`src/sv/stereo_lookahead_peak_limiter_macros.svh`:
```
// Assertion macros for the stereo look-ahead peak limiter.
// Used by stereo_lookahead_peak_limiter.sv; needs clk_i and rst_ni in scope.
`ifndef STEREO_LOOKAHEAD_PEAK_LIMITER_MACROS_SVH
`define STEREO_LOOKAHEAD_PEAK_LIMITER_MACROS_SVH

// Checked only while out of reset.
`define SLPL_ASSERT(lbl, prop, msg) \
  lbl: assert property (@(posedge clk_i) disable iff (!rst_ni) prop) else $error(msg);

// Checked at every edge, reset included.
`define SLPL_ASSERT_ALWAYS(lbl, prop, msg) \
  lbl: assert property (@(posedge clk_i) prop) else $error(msg);

`endif

```
`src/sv/slpl_pkg.sv`:
```
// Package of the stereo look-ahead peak limiter: widths, register indexes
// and the divider request type. No dependencies.
`default_nettype none
package slpl_pkg;
  localparam int SMP_W = 24;
  localparam int MAX_FRAMES = 256;
  localparam int POS_W = $clog2(MAX_FRAMES);
  localparam int ADDR_W = POS_W + 1;
  localparam int DEPTH = 2 * MAX_FRAMES;
  localparam int BF_W = 9;
  localparam int COEF_W = 16;
  localparam int THR_W = 23;
  localparam int RAMP_W = 32;
  localparam int DIV_W = 46;
  localparam int DSR_W = 24;
  localparam int CNT_W = 6;
  localparam int CFG_IDX_W = 3;

  localparam logic [CFG_IDX_W-1:0] CFG_THRESHOLD = 3'd0;
  localparam logic [CFG_IDX_W-1:0] CFG_LVL_ATK   = 3'd1;
  localparam logic [CFG_IDX_W-1:0] CFG_LVL_REL   = 3'd2;
  localparam logic [CFG_IDX_W-1:0] CFG_GAIN_ATK  = 3'd3;
  localparam logic [CFG_IDX_W-1:0] CFG_GAIN_REL  = 3'd4;
  localparam logic [CFG_IDX_W-1:0] CFG_BLOCK     = 3'd5;

  localparam logic [SMP_W-1:0] GAIN_ONE = 24'd8388608;
  localparam logic [RAMP_W-1:0] RAMP_ONE = 32'h8000_0000;

  typedef struct packed {
    logic             start;
    logic [DIV_W-1:0] dividend;
    logic [DSR_W-1:0] divisor;
  } div_req_t;
endpackage
`default_nettype wire

```
`src/sv/slpl_div.sv`:
```
// Restoring serial divider, one quotient bit per cycle.
// Depends on slpl_pkg.
`default_nettype none
module slpl_div (
  input  wire                        clk_i,
  input  wire                        rst_ni,
  input  wire slpl_pkg::div_req_t    req_i,
  output logic                       busy_o,
  output logic                       done_o,
  output logic [slpl_pkg::DIV_W-1:0] quot_o
);
  import slpl_pkg::*;

  logic [DSR_W-1:0] rem_q;
  logic [DIV_W-1:0] quo_q;
  logic [DSR_W-1:0] dsr_q;
  logic [CNT_W-1:0] cnt_q;
  logic             busy_q, done_q;
  logic [DSR_W:0]   rem_sh, rem_sub;
  logic             ge;

  assign rem_sh  = {rem_q, quo_q[DIV_W-1]};
  assign ge      = rem_sh >= {1'b0, dsr_q};
  assign rem_sub = rem_sh - {1'b0, dsr_q};

  always_ff @(posedge clk_i or negedge rst_ni) begin
    if (!rst_ni) begin
      rem_q  <= '0;
      quo_q  <= '0;
      dsr_q  <= '0;
      cnt_q  <= '0;
      busy_q <= 1'b0;
      done_q <= 1'b0;
    end else begin
      done_q <= 1'b0;
      if (req_i.start) begin
        rem_q  <= '0;
        quo_q  <= req_i.dividend;
        dsr_q  <= req_i.divisor;
        cnt_q  <= '0;
        busy_q <= 1'b1;
      end else if (busy_q) begin
        rem_q <= ge ? rem_sub[DSR_W-1:0] : rem_sh[DSR_W-1:0];
        quo_q <= {quo_q[DIV_W-2:0], ge};
        cnt_q <= cnt_q + 1'b1;
        if (cnt_q == CNT_W'(DIV_W - 1)) begin
          busy_q <= 1'b0;
          done_q <= 1'b1;
        end
      end
    end
  end

  assign busy_o = busy_q;
  assign done_o = done_q;
  assign quot_o = quo_q;
endmodule
`default_nettype wire
```
`config.mk`:
```
export PLATFORM = sky130hd
export DESIGN_NAME = slpl_div
export DESIGN_NICKNAME = d
export VERILOG_FILES = /design/src/sv/stereo_lookahead_peak_limiter_macros.svh /design/src/sv/slpl_pkg.sv /design/src/sv/slpl_div.sv
export SDC_FILE = /design/constraint.sdc
export NUM_CORES = 1
export LEC_CHECK = 0
export BUFFER_PORTS_ARGS = -buffer_cell sky130_fd_sc_hd__buf_2
export CAP_MARGIN = 10
export CORE_AREA = 5 5 116 129
export CTS_CLUSTER_DIAMETER = 100
export DETAILED_ROUTE_END_ITERATION = 7
export DIE_AREA = 0 0 121 134
export PLACE_DENSITY = 0.67
export REMOVE_ABC_BUFFERS = 1
export SETUP_SLACK_MARGIN = 0.3
export SYNTH_ARGS = -nofsm -noshare
export SYNTH_HDL_FRONTEND = slang
export SYNTH_SLANG_ARGS = --single-unit
```
`constraint.sdc`:
```
create_clock -name clk_i -period 7.56 [get_ports clk_i]
set_clock_uncertainty 0.05 [all_clocks]
set_input_delay 0.756 -clock clk_i [delete_from_list [all_inputs] [get_ports clk_i]]
set_output_delay 0.756 -clock clk_i [all_outputs]
set_load 0.02 [all_outputs]
```
==> results of run 1 <==
## kinds of logic (layout without fill, tap and decap cells)
family | Yosys count | after routing
XOR/XNOR | 22 | 22
adder cells (fa/ha/maj) | 27 | 27
flip-flops | 102 | 102
AO/OA/AOI/OAI | 185 | 185
multiplexers | 46 | 46
buffers and inverters | 68 | 169
AND/OR/NAND/NOR | 195 | 195
## per-layer routing
metal / GRT usage, % / routed length (um)
met4: 6.36 / 306
met3: 3.84 / 663
met1: 24.4 / 6430
met2: 29.3 / 6780
met5: 0 / 0
## cell type report
class                           count  area (sq um)
Fill cell                        1276          6590
Sequential cell                   102          2560
Clock inverter                      7          77.6
Timing Repair Buffer              123           628
Clock buffer                        9           225
Tap cell                          188           235
Multi-Input combinational cell    475          3150
Inverter                           30           113
## worst paths after layout
kind | from | to | slack (ns) | depth (start not counted)
max | rem_q[2] | rem_q[7] | 4.06 | 9
max reg2reg | rem_q[2] | rem_q[7] | 4.06 | 9
min | rst_ni | dsr_q[6] | 0.28 | 1
min in group clk_i | dsr_q[0] | dsr_q[0] | 0.48 | 1
min reg2reg | dsr_q[0] | dsr_q[0] | 0.48 | 1
max in group asynchronous | rst_ni | busy_o | 5.78 | 2
## Yosys cell counts, drive strengths merged (6+ instances only)
cell / n / share of area [%]
a21o: 11 / 1.4
a21oi: 20 / 1.7
a311oi: 23 / 4.6
clkbuf: 33 / 2.1
dfrtp: 102 / 43
ha: 26 / 5.5
inv: 30 / 1.9
mux2i: 45 / 7.6
nand2: 90 / 5.7
nand3: 26 / 2.2
nor2: 41 / 2.6
nor3: 6 / 0.50
o21ai: 98 / 8.2
o21bai: 7 / 0.88
or3: 6 / 0.63
xnor2: 15 / 2.2
xor2: 7 / 1.0
## metrics by stage
stage | total power, mW | area [sq um] | utilization [%] | cells | setup WS, ns
finish | 2.18 | 6980 | 51.5 | 934 | 4.06
global route | 2.34 | 6980 | 51.5 | 934 | 3.75
CTS | 2.19 | 6980 | 51.5 | 934 | 4.07
detailed placement | 1.70 | 6680 | 49.2 | 918 | 4.11
global placement | 1.68 | 6680 | 49.2 | 918 | 4.23
floorplan | 1.43 | 5800 | - | 607 | 3.66
## sequential cells by signal, summed over array words and instances (netlist names)
name and cells:
cnt_q 6, done_o 1, rem_q 24, dsr_q 24, busy_o 1, quot_o 46
## power by group
part | total (mW) | switching, mW | internal, mW
Combinational | 1.00 | 0.601 | 0.399
Clock | 0.478 | 0.217 | 0.262
Sequential | 0.701 | 0.0682 | 0.632
## worst max-delay path, cell delays in order (launching register included)
cell and delay [ns]:
dfrtp_1 0.40, ha_1 0.38, nand3_1 0.14, o21bai_1 0.21, and3_1 0.18, nor2_1 0.39
a2111oi_4 0.17, o211ai_2 0.76, nand2_1 0.32, a311oi_1 0.39
==> impl.org, run 1 <==
** Critical path
- For the worst setup path, the data required time is around 7.8 ns.
- The worst setup path is launched from a flop.
- Worst endpoint data arrival time :: 3.69 ns
- Of all nets on the critical path, the largest fanout is 19.
- By startpoint and endpoint, the worst setup path is classified as reg2reg.
- Type of destination of the critical path :: flop

** STA
- Achievable clock frequency :: 0.286 GHz
- Setup violations remaining at the end of the flow were counted as 0.
- At the pin with the least slew margin, the transition time is 1.05 ns.
- In the final timing run, aggregate negative setup slack is 0 ns.
- Final count of pins violating max slew :: 0
- Share of the clock period used by the worst path after layout :: between 40% and 50%
- Worst Hold Margin :: between 0.2 and 0.3 ns
- The number of hold violations in the final report is 0.
- Final critical path time including I/O delays and setup :: 3.50 ns
- RSZ-0062 raised after global routing :: no
- The worst pin sits at a relative slew slack of a little under a third.

** Final layout
- Fraction of final layout cells sized beyond drive strength 1 :: 22.4%
- In the layout the commonest cells are 118 x buf_2, 101 x dfrtp_1, 90 x nand2_1.
- Area growth syn-to-layout :: 17.2%
- Leading cell type in the layout, fill and taps excluded :: buf_2
- The number of antenna diodes in the final layout is 0.
- Final nets :: approximately 840

** Clock network
- TritonCTS clock tree :: yes
- Number of H-tree branching levels :: 3
- After clock tree synthesis, the setup repair step added 0 buffers.
- The clock drives 102 sinks.
- Post-CTS repair changed the size of 0 cells.
- The clock passes through at most 2 buffers.
- Clock tree synthesis selected as its root buffer the cell clkbuf_16.
- After clock tree synthesis, the clock-pin slew on the worst setup and hold paths is 0.07 ns.
- Clock latency on the worst-skew pair, taken at its later pin, is approximately 0.35 ns.
- Cts bufs inserted :: 9
- Post-CTS Hold Buffers :: 0

** Route
- Antenna Violating Nets Remaining :: 0
- Total number of vias :: 4,975
- DRC errors left :: 0
- After detailed routing, the number of vias per cell comes to 5.33.
- The first routing iteration left between 200 and 250 violations.
- After detailed routing, the average wire length per cell comes to 15.2 um.
- The pre-antenna-repair detailed-routing pass consisted of 5 iterations.
- Post-Route WL :: 14.2 mm

** Logic synthesis
- Multiplexer share of the synthesized area :: 7.75%
- Yosys printed 0 warnings.
- The number of different library cells used by synthesis comes to 50.
- After synthesis the cells add up to 5960 sq um.
- Synthesized flop and latch total :: 102
- The synthesized netlist devotes about 3.2% of its cell area to XOR and XNOR gates.
- After synthesis, the share of flip-flops with an asynchronous set or reset is 100%.
- Of the total synthesized cell area, the portion taken by AND, OR, NAND and NOR gates is 14.7%.
- Most frequently used flop master after synthesis :: dfrtp_1
- Mean cell area of the mapped netlist :: 9.24 sq um
- Summing the areas of all fa, ha and maj instances in the mapped netlist gives 5.79% of the synthesized area.
- After synthesis, the largest family of logic cells by area is compound AO/OA/AOI/OAI gates.
- Compound-Gate Fraction of Synth Area :: 21.2%
- Synthesis produced a netlist whose cell count is 645.
- Summing the sequential cell areas from Yosys gives around 43% of the chip area.
- Number of synthesized flops with an enable pin :: 0

** Floorplanning
- The die covers 16,200 sq um.
- Core ar. :: approximately 14,000 sq um
- Effective utilization at floorplan :: 43.9%
- Measured along the x axis, the die boundary spans 121 um.
- During I/O placement, the number of pins put on the boundary was 121.
- Die span in y :: 134 um
- Row count :: 45

** Run
- Reported max-cap violation count :: 0

** Placement
- Count of port buffers added during placement :: 120
- After legalization and detailed placement, the total HPWL measured roughly 10 mm.
- Routability-driven placement finished with a final weighted congestion of roughly 0.95.

** GRT
- Initial antenna violation count :: 0
- Overflow after GRT :: 0
- The first global-routing pass estimated 24.4 mm of wire.
- Entering global routing, the biggest net connects 91 pins.
- Global routing usage summed across all routing layers :: 18.2%
- The via count of the first global-routing pass is roughly 5,000.

** Hold path
- The worst hold path belongs to the class in2async.

** Power and ir drop
- In this run the static leakage power is between 3 and 4 nW.
- Power per unit of standard cell area :: 312 nW/um^2
- Across the VDD grid, the largest voltage drop is 0.000188 V.

** Run status
- The run finished with clean final reports.
Note: power is estimated with default switching activity, not from simulation.
==> run 2: changes to the inputs <==
Settings changed: PLACE_DENSITY 0.67 to 0.69.
Clock period 7.56 ns to 3.2 ns, I/O delays scaled along.
==> impl.org, run 2 (same netlist as run 1, synthesis figures left out) <==
** Run status
- Status :: finished clean

** Route
- DRC errors left :: 0 (unchanged)
- Antenna Violating Nets Remaining :: 0 (unchanged)
- The total number of vias was 5,288 (+6.3%).
- The violation count after the first detailed-routing iteration is 397 (+61%).
- The total iterations of the first detailed-routing run is 6 (+1).
- Post-detailed-route via-to-cell ratio :: 5.44 (+2.1%)
- The final routed wirelength across all metal layers was 15.6 mm (+10%).
- DR WL/cell :: 16.0 um (+5.7%)

** Final layout
- The number of nets in the finished design is 880 (+4.6%).
- Number of antenna diodes :: 0 (unchanged)
- The share of cells above drive strength 1 is 31.0% (+8.6 points).
- In the layout the commonest cells are 118 x buf_2, 101 x dfrtp_1, 89 x nand2_1.
- Area growth syn-to-layout :: 27.2%
- The number of flip-flops in the largest register came to 46 (unchanged).
- The core utilization of the finished layout came to 55.9% (+4.4 points).
- Leading cell type in the layout, fill and taps excluded :: buf_2
- The summed area of non-filler cells in the final layout came to 7580 sq um (+8.5%).

** STA
- Final count of pins violating max slew :: 0 (unchanged)
- The headroom to the max-slew limit is 41.7% (+12 points).
- Final critical path time including I/O delays and setup :: 3.01 ns (-0.491 ns)
- Final setup fails :: 0 (unchanged)
- Achievable clock frequency :: 0.332 GHz (+16%)
- The number of hold violations in the final report is 0 (unchanged).
- RSZ-0062 raised after global routing :: yes
- Slew at the pin closest to its max-slew limit :: 0.874 ns (-0.171 ns)
- The post-route fraction of the period consumed by the critical path came to 94.0% (+48 points).

** Clock network
- Skew-Pair Late Insertion Delay :: 0.35 ns (about the same)
- Number of H-tree branching levels :: 3 (unchanged)
- In this run the clock root is driven by a clkbuf_16.
- TritonCTS built the clock tree.
- Clk slew on worst S/H paths :: 0.07 ns (about the same)
- The clock sink count was 102 (unchanged).
- Cts bufs inserted :: 9 (unchanged)
- The maximum root-to-sink buffer count came to 2 (unchanged).

** Floorplanning
- The floorplan die height is 134 um (unchanged).
- Boundary pin count :: 121 (unchanged)
- The full die area was 16,200 sq um (unchanged).
- The number of placement rows was 45 (unchanged).
- Core ar. :: 13,600 sq um (unchanged)
- Width of the die :: 121 um (unchanged)
- Effective utilization at floorplan :: 43.9% (unchanged)

** Placement
- Weighted congestion reported at the end of routability-driven placement :: 0.860 (-9.3%)
- The cell area after placement came to 6850 sq um (+2.5%).
- The HPWL after detailed placement came to 10.2 mm (+1.9%).
- Count of port buffers added during placement :: 120 (unchanged)

** Power and ir drop
- Internal power component :: 3.53 mW (+170%)
- The relative contribution of the clock network to total power came to 16.8% (-5.2 points).
- The part of the power in combinational logic was 55.3% (+9.4 points).
- The overall power of the completed layout was 6.05 mW (+180%).
- Maximum vdd drop :: 0.000360 V (+92%)
- The ratio of total power to cell area is 798 nW/um^2 (+160%).
- The switching fraction of total power came to 41.7% (+1.0 points).
- The power dissipated by switching net loads came to 2.52 mW (+180%).
- The static leakage power came to 3.81 nW (+5.2%).
- Sequential share of power :: 27.9% (-4.2 points)

** Critical path
- Data required time at the worst endpoint :: 3.41 ns (-4.34 ns)
- Worst Path Class, Setup :: reg2reg
- On the critical path the largest part of the delay comes from simple AND/OR/NAND/NOR gates.
- CP Max Fanout :: 3 (-16)
- The arrival time of the worst setup path is 3.22 ns (-0.47 ns).
- Buffer and inverter count on the worst path :: 1 (+1)
- The minimum setup slack among reg-to-reg paths came to 0.19 ns (-3.87 ns).
- Capture point of the worst reg-to-reg path :: rem_q[19]
- Worst r2r src :: rem_q[14]
- Traced cell by cell, the critical path runs through ha_4, and3_4, and2_4, and3_4, a221o_2, buf_4, a2111oi_4, nor3_1, or4b_1, a311oi_2.
- Among all stages on the critical path, the largest delay is contributed by or4b_1.
- Among the stages of the critical path, the cell type that occurs most often is and3_4.
- Slowest cell delay on critical path :: 0.49 ns (-0.27 ns)
- Depth of the most critical reg-to-reg path :: 10 (+1)
- STA classifies the critical path startpoint as a flop.
- Type of destination of the critical path :: flop

** GRT
- The via count of the first global-routing pass is 5,107 (+2.2%).
- First-pass GRT wire length :: 24.4 mm (-0.17%)
- Overflow after GRT :: 0 (unchanged)
- Global routing usage summed across all routing layers :: 18.2% (+0.044 points)
- The largest net degree at the start of global routing is 67 (-26%).
- The number of antenna violations at the first check in global routing was 0 (unchanged).

** Hold path
- Kind of path behind the tightest hold check :: in2async

** Run
- Reported max-cap violation count :: 0 (unchanged)
==> run 2: changes by cell type in the layout (fill, tap and decap cells not counted), sizes merged <==
cell,before,now
bufinv,1,0
inv,34,30
buf,123,157
clkbuf,9,14
o211a,1,4
clkinvlp,0,1
==> run 2: metal layers <==
layer | vias to the layer above | share of wire [%] | global-route usage, %
met4 | 0 | 2.6 | 8.19
met5 | - | 0 | 0
met1 | 2510 | 43 | 24.0
met2 | 180 | 48 | 28.8
met3 | 30 | 6.6 | 4.05
li1 | 2568 | - | -
==> run 2: what timing repair did <==
item	4_1_cts	5_1_grt
setup buffers	6	7
gates resized for setup	12	40
pin swaps	7	20
hold buffers	0	0
endpoints found under the setup margin	23	25
cloned	3	3
==> run 2: layout make-up <==
cell class                 instances  area (sq um)
clock inverter                     3          21.3
timing repair buffer             159           966
sequential                       102          2560
fill                            1214          5990
tap                              188           235
clock buffer                      12           246
multi-input combinational        478          3440
inverter                          30           113
==> run 2: power by group through the flow <==
stage          Clock, mW  Combinational, mW  Sequential, mW
2_1_floorplan          0               1.67            1.71
6_report            1.02               3.35            1.69
3_5_place_dp           0               2.49            1.68
3_3_place_gp           0               2.44            1.67
4_1_cts             1.04               2.77            1.67
5_1_grt             1.09               3.57            1.71
==> run 2: how the worst max path moves through the flow <==
| stage | endpoint | start | slack [ns] | cells past startpoint |
|---|---|---|---|---|
| finish | rem_q[19] | rem_q[14] | 0.19 | 10 |
| global route | rem_q[19] | rem_q[14] | 0.11 | 10 |
| CTS | quot_o[0] | rem_q[15] | 0.28 | 11 |
| detailed placement | rem_q[20] | rem_q[14] | 0.12 | 9 |
| global placement | rem_q[19] | rem_q[15] | 0.18 | 9 |
| floorplan | rem_q[7] | busy_o | -0.70 | 3 |
==> run 2: per-stage QoR <==
step                setup TNS [ns]  hold slack, ns  worst slack [ns]  cells
floorplan                   -13.91         -0.0256            -0.699    607
global placement                 0           0.442             0.175    938
detailed placement               0           0.456             0.117    938
CTS                              0          0.0799             0.283    962
global route                     0           0.121             0.108    972
finish                           0          0.0154             0.190    972
==> run 2: worst reg2reg max path: cells and delay by family (launching register included) <==
family / cells / cell delay [ns]
fa+ha+maj: 1 / 0.26
buf+inv: 1 / 0.16
flops: 1 / 0.43
compound gates: 3 / 0.93
simple gates: 5 / 1.08
